[src/rtl/fwrm_ram.sv]
// Generic single-port RAM with registered read.
module fwrm_ram #(
    parameter int WIDTH = 8,
    parameter int DEPTH = 16
) (
    input  logic                     i_clk,
    input  logic                     i_we,
    input  logic [$clog2(DEPTH)-1:0] i_addr,
    input  logic [WIDTH-1:0]         i_wdata,
    output logic [WIDTH-1:0]         o_rdata
);
    logic [WIDTH-1:0] r_mem [DEPTH];
    logic [WIDTH-1:0] r_rdata;

    always_ff @(posedge i_clk) begin
        if (i_we) begin
            r_mem[i_addr] <= i_wdata;
        end
        r_rdata <= r_mem[i_addr];
    end
    assign o_rdata = r_rdata;
endmodule

[config.mk]
export PLATFORM = sky130hd
export DESIGN_NAME = fwrm_ram
export DESIGN_NICKNAME = d
export VERILOG_FILES = /design/src/rtl/fwrm_ram.sv
export SDC_FILE = /design/constraint.sdc
export NUM_CORES = 1
export LEC_CHECK = 0
export ABC_AREA = 0
export ABC_CLOCK_PERIOD_IN_PS = 1940
export BUFFER_PORTS_ARGS = -buffer_cell sky130_fd_sc_hd__buf_2
export CAP_MARGIN = 20
export CORE_AREA = 8 8 112 114
export DETAILED_ROUTE_END_ITERATION = 12
export DIE_AREA = 0 0 120 122
export PLACE_DENSITY = 0.64
export SYNTH_ARGS = -nofsm -noshare
export SYNTH_HDL_FRONTEND = slang
export SYNTH_SLANG_ARGS = --single-unit
[constraint.sdc]
create_clock -name i_clk -period 1.94 [get_ports i_clk]
set_input_delay 0.097 -clock i_clk [delete_from_list [all_inputs] [get_ports i_clk]]
set_output_delay 0.097 -clock i_clk [all_outputs]
set_load 0.05 [all_outputs]
Word-level counts from Yosys, hierarchy flattened
Memories as Yosys holds them, arrays and structs flattened. A register that Yosys moved wholly into a read port is not among the register bits. Cells that the tools add are included.

Multiplexer cells: 2.

Operators by type and width (number): two-way mux 1 bit (2).

Bits in registers: 0. Bits in writable memories: 128. Input port bits: 14. Output and inout bits: 8. Word-level logic and storage cells: 3. Memories kept: 1.

Memories: r_mem (words 16, width 8, read ports 1, clocked after Yosys merged registers in 1, wr ports 1, line 12) `logic [WIDTH-1:0] r_mem [DEPTH];`.

Logic depth before layout (Yosys ltp)
Gate-level depths: netlist of run 1.

Word-level depth: 2. Depth in mapped cells: 5. Mapped depth without buffers: 3.

Least setup slack after synthesis of run 1
OpenSTA, ideal clock, no wires.

Path kind: input port to flip-flop. Start point: in i_addr[2]. End point: mem r_mem[0][0] (enable). Setup time: 0.383 ns. Arrival time: 1.207 ns. Data required time: 1.557 ns. Setup slack: 0.350 ns. Stages on the path: 2. Path buffers: 0. Path through: or3b_2 > nor3_1.

RTL lines: start, declared (line 8) `input logic [$clog2(DEPTH)-1:0] i_addr,`; end, declared (line 12).

Straight into the memory's write port.

==> results of run 1 <==
[cells by family after synthesis]
group / Yosys count / synth area share, %
and+or+nand+nor: 35 / 3.210
DFF: 136 / 79.01
muxes: 32 / 14.22
AOI/OAI and AO/OA: 16 / 2.370
buffers and inverters: 11 / 1.185
[state kept, by name, summed over array words and instances (netlist names)]
signal and count:
r_mem 128, o_rdata 8
[power by group through the flow]
stage	Sequential (mW)	Clock, mW	Combinational [mW]
after CTS	3.31	3.16	0.391
after global placement	3.36	0	0.371
after detailed placement	3.37	0	0.378
final	3.31	3.11	0.386
after floorplan	3.43	0	0.169
after global routing	3.31	3.27	0.417
[layout make-up]
type                       count  area share, %
clock buffer                  19          7.028
timing repair buffer          51          6.111
sequential                   136          65.19
clock inverter                13          2.485
multi-input combinational     83          16.34
tap                          140          2.852
[critical path, stage by stage (launching register included)]
cell and delay, ns:
edfxtp_1 0.36, mux4_2 0.48, a22oi_1 0.27, nand2_1 0.13
[cells in the final DEF (no fill, tap or decap), types with 4 or more instances in the layout]
cell             n
nand2_1          9
dfxtp_1          8
buf_2           21
a22oi_1         16
nor2_1          13
mux4_2          32
edfxtp_1       128
buf_4           20
clkbuf_16       16
dlygate4sd3_1    8
nor3_1           4
[path summary, 6_finish.rpt]
check | slack, ns | startpoint | end
max | 0.59 | r_mem[3][4] | o_rdata[4]
min | 0.23 | i_addr[3] | o_rdata[5]
max reg2reg | 0.59 | r_mem[3][4] | o_rdata[4]
min reg2reg | 0.67 | r_mem[14][0] | o_rdata[0]
[per-stage QoR]
stage          util, %  cell area (µm²)  hold WS [ns]
4_1_cts          57.42             6142        0.1881
6_report         57.42             6142        0.2269
3_5_place_dp     51.20             5478        0.5010
3_3_place_gp     51.20             5478        0.4887
2_1_floorplan        -             5067        0.1959
5_1_grt          57.42             6142        0.2671
[routing by layer]
metal / wire, µm / share of wire (%)
met4: 137 / 1.4
met3: 395 / 4.1
met1: 4091 / 43
met5: 0 / 0
met2: 4991 / 52
[timing repair]
item                       4_1_cts  5_1_grt
hold buffers                     8        0
hold endpoints to repair       128        0
setup buffers                    0        0
setup endpoints to repair        0        0
==> results.cfg, run 1 <==
[timing]
worst_clock_skew_ns = 0.005987
period_share_pct = 69.79
timing.setup.tns_ns = 0
max_slew.worst_pin.slew_ns = 0.5887
relSlewSlack_pct = 60.67
unrepaired_setup_endpoints_after_global_routing = no
min_period_ns = 1.354
report.final.setup_viol = 0
drv_slew = 0
pnr_worst_setup_slack_ns = 0.5860
fmax_ghz = 0.7386
final_hold_viol_count = 0

[route]
route.detailed.vias_per_inst = 5.380
num_vias = 2378
drt-pass1-iter-count = 4
drc = 0
number_of_routed_nets_with_antenna_violations = 0
avgRoutedWirePerCell_um = 21.76
postRouteWirelength_mm = 9.616
first_iter_violations = 218

[power_and_ir_drop]
power_switching_share_pct = 20.44
power_after_layout_mw = 6.798
power_frac_comb_pct = 5.7
share_clk_of_total_power_pct = 45.7
leak_nw = 2.056
internal_power_mw = 5.409
power.share.sequential_pct = 48.6
vdd_ir_drop_max_mv = 0.5506
cellPowerDensity_nw_per_um2 = 1107
power.net_switching_mw = 1.390

[clock_tree]
clk_latency_ns = 0.51
clock_tree.root_cell = clkbuf_8
clkTransAtPathRegs_ns = 0.06
cts_num_sinks = 136
clk_path_buf_depth = 2
tritoncts = yes
htree_levels = 4
postCtsResizedCells = 0
cts-buffers-inserted = 17

[place]
dp.cells = 402
port-buffer-count = 21
detailedPlace.worstSlack_ns = 0.3595
post-dp-hpwl_mm = 6.334
gpl.final_weighted_congestion = 0.7348

[finish]
final.fill_count = 792
final-instance-count-excl-fill = 442
diodes = 0
fraction_of_layout_cells_with_a_size_suffix_above_1_pct = 34.77
synthToLayoutAreaGrowth_pct = 21.21
post_layout_net_count = 303
multi_input_comb_area_um2 = 1003
seqCellArea_um2 = 4004

[worst_setup_path]
setup.worst_path.start_class = flop
cp_data_required_time_ns = 2.32
worstSetupPathType = flop to flop
arrival_ns = 1.74
cp-end-kind = flop
r2r.worst_path.cells = 3
critical_path.max_fanout = 1

[die]
placementRows = 38
die_h_um = 122
fp.dieW_um = 120
die-area_um2 = 14640
top_level_ports = 22
core_region_area_um2 = 10700
floorplan.initialDensity_pct = 47.37

[global_routing]
grt_antenna_before_repair = 0
gr-usage-met3_pct = 4.026
grt_start_max_net_pins = 40
grt.busiest_layer = met2
global_route_wire_length_before_repair_mm = 15.00
met2_usage_pct = 23.82
globalRouteOverflowTotal = 0
met1_layer_usage_reported_by_global_route_pct = 16.86
number_of_global_route_vias_before_repair = 2551
globalRouteTotalUtil_pct = 14.25

[synthesis]
synth-main-ff-cell = edfxtp_1
synth.area.top_cells = edfxtp_1 76%, mux4_2 14%, dfxtp_1 3.2%
synth_warnings = 0
post_synth_inst_count = 230
synth_cell_types = 18
synth.largest_area_cell = edfxtp_1
yosys.cell_count.top_type = edfxtp_1
count_of_flip_flops_with_a_built_in_enable_after_synthesis = 128
synth_common_cells = 128 x edfxtp_1, 32 x mux4_2, 16 x a22oi_1
ys_seq_area_share_pct = 79.01
syn_area_per_cell_um2 = 22.03
syn-num-nets = 244
synthDominantCellAreaShare_pct = 75.85
async_reset_ff_share_pct = 0
syn_area_um2 = 5067
synth-seq-cells = 136

[worst_hold_path]
hold_class = primary input to flop
whs_path_cells = 4

[run_status]
outcome = completed

[job]
maxCapViolations = 0
(Power assumes the default switching activity.)
==> inputs of run 2 (changes only) <==
Settings changed: ABC_CLOCK_PERIOD_IN_PS 1940 to 1300.
Clock period 1.94 ns to 1.3 ns, I/O delays scaled along.
==> results.cfg, run 2 (synthesis gave the netlist of run 1 again) <==
[run_status]
outcome = completed

[place]
gpl.final_weighted_congestion = 0.7529
post_dp_cell_area_um2 = 5700
port-buffer-count = 21
post-dp-hpwl_mm = 6.674
detailedPlace.worstSlack_ns = -0.1588

[finish]
fraction_of_layout_cells_with_a_size_suffix_above_1_pct = 45.03
diodes = 0
final_cell_area_um2 = 6397
most_common_cell_after_layout_fill_and_taps_aside = edfxtp_1
layout.core_utilization_pct = 59.80
final_cell_mix = 128 x edfxtp_1, 37 x buf_4, 32 x mux4_2, 21 x buf_2, 16 x clkbuf_16
seqCellArea_um2 = 4004
synthToLayoutAreaGrowth_pct = 26.25
final.fill_count = 781
multi_input_comb_area_um2 = 1079
flip_flop_count_of_the_largest_register_after_layout = 128
post_layout_net_count = 323
largest_reg_by_ff_count = r_mem

[clock_tree]
htree_levels = 4
clk_latency_ns = 0.52
cts-buffers-inserted = 17
cts_setup_buffers = 0
tritoncts = yes
clkTransAtPathRegs_ns = 0.06
cts_num_sinks = 136
clock_tree.root_cell = clkbuf_8
clk_path_buf_depth = 2

[global_routing]
globalRouteOverflowTotal = 0
globalRouteTotalUtil_pct = 14.82
grt_start_max_net_pins = 19
global_route_wire_length_before_repair_mm = 15.57
number_of_global_route_vias_before_repair = 2733
grt_antenna_before_repair = 0

[route]
num_vias = 2429
route.detailed.vias_per_inst = 5.258
first_iter_violations = 168
number_of_routed_nets_with_antenna_violations = 0
avgRoutedWirePerCell_um = 21.42
drt-pass1-iter-count = 4
drc = 0
postRouteWirelength_mm = 9.897

[worst_setup_path]
reg2reg_slack_ns = 0.006
cp-end-kind = flop
r2r.worst_path.cells = 3
cp.buffers_inverters = 0
cp_cell_sequence = mux4_2, a22oi_2, nand2_1
setup.worst_path.start_class = flop
timing.critical_path.max_delay_family = multiplexers
critical_path.max_fanout = 1
cp_data_required_time_ns = 1.69
arrival_ns = 1.68
cp_slowest_cell = mux4_2
worstSetupPathType = flop to flop
cp_slowest_stage_delay_ns = 0.47
timing.critical_path.depth = 3

[timing]
max_slew.worst_pin.slew_ns = 0.9372
period_share_pct = 99.57
min_period_ns = 1.294
pnr_worst_setup_slack_ns = 0.005525
fmax_ghz = 0.7725
relSlewSlack_pct = 37.39
worst_clock_skew_ns = 0.005530
report.final.setup_viol = 0
final_hold_viol_count = 0
timing.setup.tns_ns = 0
fin_hold_ws_ns = 0.2263
drv_slew = 0
unrepaired_setup_endpoints_after_global_routing = yes

[die]
die_h_um = 122
die-area_um2 = 14640
core_region_area_um2 = 10700
top_level_ports = 22
placementRows = 38
floorplan.initialDensity_pct = 47.37
fp.dieW_um = 120

[worst_hold_path]
hold_class = primary input to flop
whs_path_cells = 4

[power_and_ir_drop]
cellPowerDensity_nw_per_um2 = 1598
vdd_ir_drop_max_mv = 1.159
leak_nw = 2.164

[job]
maxCapViolations = 0
## run 2: report_power, final
part	switching, mW	internal (mW)	leakage [nW]
clock network	1.74	2.90	0.269
registers	0.0304	4.90	1.22
logic	0.387	0.259	0.671
## run 2: timing repair
item                                    CTS  global route
hold buffers                              8             0
cloned                                    0             0
endpoints found under the setup margin    3             7
pin swaps                                 0             3
resized for setup                         3             5
endpoints found under the hold margin   128             0
## run 2: path summary, 6_finish.rpt
path,startpoint,end
worst max register to register,r_mem[10][4],o_rdata[4]
worst min-delay path,i_addr[2],r_mem[1][5]
worst min register to register,r_mem[12][0],o_rdata[0]
worst max-delay path,r_mem[10][4],o_rdata[4]
## run 2: per-layer routing
metal	global-route usage, %	vias up	share of wire, %
li1	-	1123	-
met2	23.09	64	47
met5	0	-	0
met1	19.11	1227	46
met3	4.859	15	5.3
met4	5.621	0	1.6
## run 2: area by class of cell
cell class	count	area share, %
clock buffers	19	6.591
clock inverters	13	2.425
multi-input cells	83	16.86
flip-flops and latches	136	62.59
well taps	140	2.738
repair buffers	71	8.801
## run 2: worst reg2reg max path, delay by kind of cell (launching register included)
| family | cells | cell delay [ns] |
|---|---|---|
| mux | 1 | 0.48 |
| flops | 1 | 0.37 |
| compound gates | 1 | 0.21 |
| simple gates | 1 | 0.11 |
## run 2: metrics by stage
step	instances	power [mW]
3_3_place_gp	422	5.630
3_5_place_dp	422	5.642
4_1_cts	462	10.29
5_1_grt	462	10.52
2_1_floorplan	230	5.379
6_report	462	10.22
