File: src/rtl/fwrm_pkg.sv
// Package: constants and types shared by the flow window rate meter.
package fwrm_pkg;
    localparam int TABLE_ENTRIES = 64;
    localparam int PENDING_DEPTH = 256;
    localparam int KEY_BITS      = 64;

    localparam int SLOT_W = $clog2(TABLE_ENTRIES);
    localparam int PEND_W = $clog2(PENDING_DEPTH);
    localparam int PTR_W  = PEND_W + 1;
    localparam int REF_W  = PEND_W + 1;
    localparam int PEND_DATA_W = SLOT_W + 16 + 32;

    localparam int CFG_IDX_W  = 1;
    localparam int CFG_DATA_W = 32;
    localparam logic [CFG_IDX_W-1:0] REG_THRESHOLD    = 1'd0;
    localparam logic [CFG_IDX_W-1:0] REG_WINDOW_TICKS = 1'd1;

    localparam logic [1:0] KIND_ADD   = 2'd0;
    localparam logic [1:0] KIND_TICK  = 2'd1;
    localparam logic [1:0] KIND_QUERY = 2'd2;

    localparam logic [1:0] ST_OK      = 2'd0;
    localparam logic [1:0] ST_CROSSED = 2'd1;
    localparam logic [1:0] ST_DROPPED = 2'd2;

    typedef struct packed {
        logic [1:0]  kind;
        logic [63:0] flow_key;
        logic [15:0] amount;
    } t_in_item;

    typedef struct packed {
        logic [1:0]  status;
        logic        found;
        logic [31:0] flow_count;
    } t_out_item;

    typedef struct packed {
        logic [SLOT_W-1:0] slot;
        logic [15:0]       amount;
        logic [31:0]       due;
    } t_pend;

    // Search request and result between sequencer and search unit.
    typedef struct packed {
        logic                start;
        logic [KEY_BITS-1:0] key;
    } t_srch_req;

    typedef struct packed {
        logic              done;
        logic              hit;
        logic [SLOT_W-1:0] hit_slot;
        logic              free_ok;
        logic [SLOT_W-1:0] free_slot;
    } t_srch_rsp;
endpackage

File: src/rtl/fwrm_search.sv
// Key search unit: walks the table one slot a cycle with one shared comparator.
module fwrm_search import fwrm_pkg::*; (
    input  logic                     i_clk,
    input  logic                     i_rst_n,
    input  t_srch_req                i_req,
    input  logic [TABLE_ENTRIES-1:0] i_valid,
    input  logic [TABLE_ENTRIES-1:0] i_refd,
    output logic [SLOT_W-1:0]        o_key_addr,
    input  logic [KEY_BITS-1:0]      i_key_rdata,
    output t_srch_rsp                o_rsp
);
    localparam logic [1:0] S_IDLE = 2'd0;
    localparam logic [1:0] S_RUN  = 2'd1;
    localparam logic [1:0] S_DONE = 2'd2;

    logic [1:0]        r_state, n_state;
    logic [SLOT_W:0]   r_idx, n_idx;
    logic [SLOT_W-1:0] r_cmp_slot, n_cmp_slot;
    logic              r_cmp_vld, n_cmp_vld;
    logic              r_hit, n_hit;
    logic [SLOT_W-1:0] r_hit_slot, n_hit_slot;
    logic              r_free_ok, n_free_ok;
    logic [SLOT_W-1:0] r_free_slot, n_free_slot;
    logic [KEY_BITS-1:0] r_key;
    logic              cur_in_range;
    logic [SLOT_W-1:0] cur_slot;

    assign cur_slot     = r_idx[SLOT_W-1:0];
    assign cur_in_range = (r_idx < (SLOT_W+1)'(TABLE_ENTRIES));
    assign o_key_addr   = cur_slot;

    always_comb begin
        n_state     = r_state;
        n_idx       = r_idx;
        n_cmp_slot  = r_cmp_slot;
        n_cmp_vld   = 1'b0;
        n_hit       = r_hit;
        n_hit_slot  = r_hit_slot;
        n_free_ok   = r_free_ok;
        n_free_slot = r_free_slot;
        case (r_state)
            S_IDLE: begin
                if (i_req.start) begin
                    n_state   = S_RUN;
                    n_idx     = '0;
                    n_hit     = 1'b0;
                    n_free_ok = 1'b0;
                end
            end
            S_RUN: begin
                // key read data arrives in the cycle after its address
                if (r_cmp_vld && !r_hit && i_valid[r_cmp_slot]
                        && i_key_rdata == r_key) begin
                    n_hit      = 1'b1;
                    n_hit_slot = r_cmp_slot;
                end
                if (cur_in_range) begin
                    if (!r_free_ok && !i_valid[cur_slot] && !i_refd[cur_slot]) begin
                        n_free_ok   = 1'b1;
                        n_free_slot = cur_slot;
                    end
                    n_cmp_slot = cur_slot;
                    n_cmp_vld  = 1'b1;
                    n_idx      = r_idx + 1'b1;
                end else if (!r_cmp_vld) begin
                    n_state = S_DONE;
                end
            end
            S_DONE: n_state = S_IDLE;
            default: n_state = S_IDLE;
        endcase
    end

    always_ff @(posedge i_clk) begin
        if (!i_rst_n) begin
            r_state   <= S_IDLE;
            r_cmp_vld <= 1'b0;
        end else begin
            r_state   <= n_state;
            r_cmp_vld <= n_cmp_vld;
        end
        r_idx       <= n_idx;
        r_cmp_slot  <= n_cmp_slot;
        r_hit       <= n_hit;
        r_hit_slot  <= n_hit_slot;
        r_free_ok   <= n_free_ok;
        r_free_slot <= n_free_slot;
        if (r_state == S_IDLE && i_req.start) begin
            r_key <= i_req.key;
        end
    end

    assign o_rsp.done      = (r_state == S_DONE);
    assign o_rsp.hit       = r_hit;
    assign o_rsp.hit_slot  = r_hit_slot;
    assign o_rsp.free_ok   = r_free_ok;
    assign o_rsp.free_slot = r_free_slot;

    a_done_after_run: assert property (@(posedge i_clk) disable iff (!i_rst_n)
        o_rsp.done |-> $past(r_state) == S_RUN)
        else $error("search done without run");
    a_hit_valid: assert property (@(posedge i_clk) disable iff (!i_rst_n)
        (r_state == S_RUN && $rose(r_hit)) |-> $past(i_valid[r_cmp_slot]))
        else $error("search hit on invalid slot");
    a_free_unused: assert property (@(posedge i_clk) disable iff (!i_rst_n)
        (r_state == S_RUN && $rose(r_free_ok)) |-> $past(!i_refd[cur_slot]))
        else $error("free slot still referenced");
endmodule

File: config.mk
export PLATFORM = sky130hd
export DESIGN_NAME = fwrm_search
export DESIGN_NICKNAME = d
export VERILOG_FILES = /design/src/rtl/fwrm_pkg.sv /design/src/rtl/fwrm_search.sv
export SDC_FILE = /design/constraint.sdc
export NUM_CORES = 1
export LEC_CHECK = 0
export ABC_AREA = 1
export BUFFER_PORTS_ARGS = -buffer_cell sky130_fd_sc_hd__buf_2
export CAP_MARGIN = 20
export CORE_ASPECT_RATIO = 0.8
export CORE_UTILIZATION = 25
export DETAILED_ROUTE_END_ITERATION = 10
export PLACE_DENSITY = 0.58
export SYNTH_ARGS = -nofsm -noshare
export SYNTH_HDL_FRONTEND = slang
export SYNTH_SLANG_ARGS = --single-unit
File: constraint.sdc
create_clock -name i_clk -period 3.82 [get_ports i_clk]
set_clock_uncertainty 0.2 [all_clocks]
set_input_delay 0.764 -clock i_clk [delete_from_list [all_inputs] [get_ports i_clk]]
set_output_delay 0.764 -clock i_clk [all_outputs]
set_load 0.005 [all_outputs]
======== After elaboration in Yosys (flattened, before gate mapping) ========
Index checks and enable logic that the tools add are counted.
word-level totals
  ROM bits ................................ 0
  logic and storage cells ................. 62
  flip-flop bits (word level) ............. 94
  latch bits .............................. 0
  RAM bits ................................ 0
  memories kept ........................... 0
cells by class
  div/mod/pow operators ................... 0
  bitwise gates (word level) .............. 0
  shifts and indexed selects .............. 0
  $mul .................................... 0
  magnitude comparators ................... 3
  equal/unequal tests ..................... 9
  muxes and demuxes ....................... 20
  add/subtract/negate cells ............... 1
  reduce and logical (&&, ||, !) cells .... 20
operator list
  operator             count
  $eq 64x64->1         1
  $bmux 1 s6           3
  $lt 6x7->1 const B   2
  $mux 7               2
  $pmux 7 s2           1
  $ne 2x2->1 const B   6
  $reduce_and 3->1     4
  $mux 1               8
  $add 7x1->7 const B  1
  $lt 7x7->1 const B   1
  $logic_and 1x1->1    6
  $mux 2               3
  $reduce_and 2->1     3
  $logic_not 1->1      4
  $pmux 1 s2           2
  $pmux 2 s2           1
  $reduce_and 4->1     1
  $eq 2x1->1 const B   1
  $eq 2x2->1 const B   1
  $logic_not 2->1      1
  $reduce_bool 2->1    1

======== Logic depth before layout (Yosys ltp) ========
  depth after elaboration ................. 8
  depth in mapped cells ................... 14
  mapped depth without buffers ............ 13

======== Worst setup path before layout ========
No wires, ideal clock.
  kind .................................... in2reg
  start ................................... input port i_req[64] (netlist name)
  end ..................................... register r_idx[0] (enable)
  data required time ...................... 3,299 ps
  data arrival time ....................... 2,509 ps
  stages .................................. 4
  path slack .............................. 790 ps
  buffers on the path ..................... 0
  path through ............................ nand2_1 inv_1 nor2_1 inv_1
between the ends
  longest elaborated chain between the ends .. 2
ends and longest elaborated chain
  element                            line               RTL
  start: declaration                 fwrm_search.sv:5   input t_srch_req i_req,
  $ne 2x2->1 (no source line)        --
  $reduce_and 3->1 (no source line)  --
  end signal: assignment             fwrm_search.sv:82  r_idx <= n_idx;
  end: declaration                   fwrm_search.sv:17  logic [SLOT_W:0] r_idx, n_idx;
No other way between the ends.
A chain may end at the register's enable or synchronous reset.

======== Worst setup path in the final report ========
  start ................................... register r_cmp_slot[0]
  end ..................................... register r_hit_slot[2] (enable)
between the ends
  longest elaborated chain between the ends .. 5
ends and longest elaborated chain
  element                            line               RTL
  start: declaration                 fwrm_search.sv:18  logic [SLOT_W-1:0] r_cmp_slot, n_cmp_slot;
  start signal: assignment           fwrm_search.sv:83  r_cmp_slot <= n_cmp_slot;
  $bmux 1 s6                         fwrm_search.sv:52  if (r_cmp_vld && !r_hit && i_valid[r_cmp_slot]
  $mux 1 (not written as such)       fwrm_search.sv:52
  $logic_and 1x1->1                  fwrm_search.sv:52
  $logic_and 1x1->1                  fwrm_search.sv:53  && i_key_rdata == r_key) begin
  $reduce_and 2->1 (no source line)  --
  end signal: assignment             fwrm_search.sv:85  r_hit_slot <= n_hit_slot;
  end: declaration                   fwrm_search.sv:21  logic [SLOT_W-1:0] r_hit_slot, n_hit_slot;
No other way between the ends. The select of a mux whose other input is x is not followed.

==> summary.md <==
| Metric | Value |
|---|---|
| Req. time, crit path | 3650 ps |
| Vias after detailed routing | roughly 5600 |
| Leakage | approximately 0.0036 uW |
| PortBufs | 279 |
| F_max | roughly 0.36 GHz |
| Crit path max fanout | 24 |
| Max clock buf depth | 2 |
| Slew Viols, Final | 0 |
| Number of global-route vias before repair | around 5400 |
| GRT Util Overall | 0.165 |
| Worst Hold Depth | 1 |
| Worst Max-Slew Pin Slew | 878 ps |
| Synth top area cells | edfxtp_1, nand2_1, inv_1 |
| Chip width | 170 um |
| Iteration-0 DRC Markers | approximately 400 |
| CP startpoint kind | flop |
| Clk Latency, worst-skew pair | 340 ps |
| Max cap viols | 0 |
| Critical R2R Launch | r_cmp_slot[0] |
| P per Cell Area | 367 mW/mm2 |
| Share of layout cells above drive strength 1 | 0.314 |
| Initial antenna violation count | 0 |
| Worst slew margin | 0.415 |
| Asr flop ratio synth | 0 |
| Post-CTS resize count | 0 |
| Layout Cells excl Fill | between 1000 and 1500 |
| Status | complete, no violations |
| Reg2reg end | r_hit_slot[2] |
| Post-synthesis area per instance | 8.00 um2 |
| CP Class | reg -> reg |
| CTS Buf Count | 9 |
| Post-Syn Area | approximately 0.0056 mm2 |
| Ys Warns | 0 |
| Tcrit/Tclk final | 0.723 |
| First-pass GRT wire length | 28700 um |
| Final setup violation count | 0 |
| WHS Endpoint | r_state[1] |
| Fin crit period | between 2000 and 3000 ps |
| Number of post-CTS setup repair buffers | 0 |
| Post-detail-place hpwl | 15900 um |
| Worst-path clk slew | 70 ps |
| CTS hold repair buffers | 0 |
| CTS tree | built |
| Drt pass-1 iters | 5 |
| Die area | ~0.023 mm2 |
| Sequential fraction of the synthesis area | 0.495 |
| Placed Cells | approximately 1300 |
| DRC Markers | 0 |
| Pin count of the biggest net entering global routing | 65 |
| Leading area contributor after synthesis | edfxtp_1 |
| Post-Syn Nets | roughly 970 |
| Main flop type after synthesis | edfxtp_1 |
| Worst Path Arrival | approximately 2600 ps |
| Final WS setup | 1060 ps |
| Worst Reg-to-Reg Cells | 11 |
| Vias per cell | approximately 4.3 |
| Nets | approximately 1200 |
| Post-synth cell types | 32 |
| Hold WC Path Type | reg -> reg |
| Clock sink count | 94 |
| # rows | 48 |
| Gp weighted congestion | 0.969 |
| Final wirelength | 19500 um |
| Number of flops mapped to enable cells by yosys | between 90 and 100 |
| WL per Instance | 15.2 um |
| DRT antenna net count | 0 |
| Setup tns final | 0 ps |
| Die height | around 140 um |
| Cells after synthesis | just over 700 |
| Final core utilization | 0.347 |
| Worst Setup End Kind | flop |
| Flop2flop setup slack | roughly 1100 ps |
| Core area | ~0.022 mm2 |
| Fin. Hold Viols | 0 |
| Synthesized flop and latch total | 94 |
| GR Overflow Total | 0 |
| Top-level I/O count | between 200 and 300 |
| Worst vdd ir | ~0.00016 V |
| Root Buffer | clkbuf_16 |
| Starting density of the core | 0.258 |
| HP Start | r_cmp_vld |
| Synth top area share | 0.484 |
| Synth-to-Final Area Change | 34.4% |
| CTS H-tree depth | 3 |
| Pre-CTS WS | a little under 1000 ps |
| RSZ-0062 raised after global routing | false |
[flip-flops by register name (all words and copies together) (netlist names)]
name,cells
r_cmp_vld,1
r_key,64
r_free_ok,1
r_free_slot,6
r_cmp_slot,6
r_hit,1
r_hit_slot,6
r_state,2
r_idx,7
[worst max-delay path by stage]
stage                    start             to  slack, ps  cells past startpoint
3_3_place_gp   i_key_rdata[15]  r_hit_slot[0]       1000                     13
2_1_floorplan        i_req[64]       r_idx[0]        790                      4
4_1_cts          r_cmp_slot[0]  r_hit_slot[2]       1090                     11
5_1_grt          r_cmp_slot[0]  r_hit_slot[2]        780                     11
6_report         r_cmp_slot[0]  r_hit_slot[2]       1060                     11
3_5_place_dp   i_key_rdata[15]  r_hit_slot[0]        980                     13
[worst max-delay path, cell delays in order (launching register included)]
cell      delay, ps
edfxtp_1        800
buf_4           370
o21ai_0         130
o21ai_1         200
nand2_1          70
nand2_1          90
nand2_1          60
nand3_1          70
nand2_1          60
nand2_1          50
nand3_1         110
inv_1           220
[per-layer routing]
layer,GRT usage,vias to the layer above,wire length (um)
met1,0.218,2513,8880
li1,-,2853,-
met5,0,-,0
met2,0.270,178,9220
met4,0.0561,0,403
met3,0.0314,27,1050
[stage by stage]
stage	area (um2)	hold slack, ps	power [uW]
final	7590	224	2790
after global routing	7590	230	2940
after detailed placement	7310	213	1930
after floorplan	5650	200	1650
after global placement	7310	213	1920
after CTS	7590	225	2830
[cells in the mapped netlist, drive strengths merged (2+ instances only)]
master,n
buf,26
nor2,102
clkbuf,2
o22ai,15
nand3b,10
nor3,4
a21oi,21
a22o,4
xnor2,21
nor4,2
edfxtp,91
nand4,9
o21ai,77
a211oi,2
inv,114
xor2,6
nand2,143
dfxtp,3
nand3,48
[report_power, final]
| part | internal [uW] | switching (uW) | total [uW] |
|---|---|---|---|
| Clock | 503 | 379 | 882 |
| Combinational | 257 | 360 | 617 |
| Sequential | 1230 | 58.5 | 1290 |
[kinds of logic (layout without fill, tap and decap cells)]
family | after synthesis | count (layout) | synth area share
AND/OR/NAND/NOR | 320 | 320 | 0.239
buffers and inverters | 142 | 417 | 0.106
AO/OA/AOI/OAI | 122 | 122 | 0.116
flip-flops | 94 | 94 | 0.495
XOR/XNOR | 27 | 27 | 0.0419
adder cells (fa/ha/maj) | 1 | 1 | 0.00222
other | 0 | 1 | 0
[cell type report]
cell class / instances / area, um2
antenna: 1 / 2.50
clock buffer: 11 / 233
clock inverter: 5 / 50.0
fill: 2389 / 14300
inverter: 114 / 428
multi-input combinational: 470 / 2250
sequential: 94 / 2790
tap: 300 / 375
timing repair buffer: 287 / 1460
[cells in the final DEF, fill, tap and decap left out]
master        n
bufinv_16     1
buf_2       279
inv_1       108
nand2_2       1
a21boi_1      1
clkbuf_16     9
o31ai_1       1
or2_0         1
o22ai_1      15
nor4_1        2
nand2_1     142
dfxtp_1       3
buf_4         8
diode_2       1
and2_0        1
edfxtp_1     91
clkbuf_1      2
nand3_1      48
o21ai_1      40
xor2_1        6
nor2_1      100
a22o_1        4
nor2_2        1
clkinvlp_4    1
ha_1          1
nor2_4        1
xnor2_1      21
o21ai_0      37
clkinv_2      1
a211oi_1      2
inv_2         6
clkinv_1      2
nand3b_1     10
nor3_1        4
a21oi_1      21
a31oi_1       1
nand4_1       9
(Power assumes the default switching activity.)
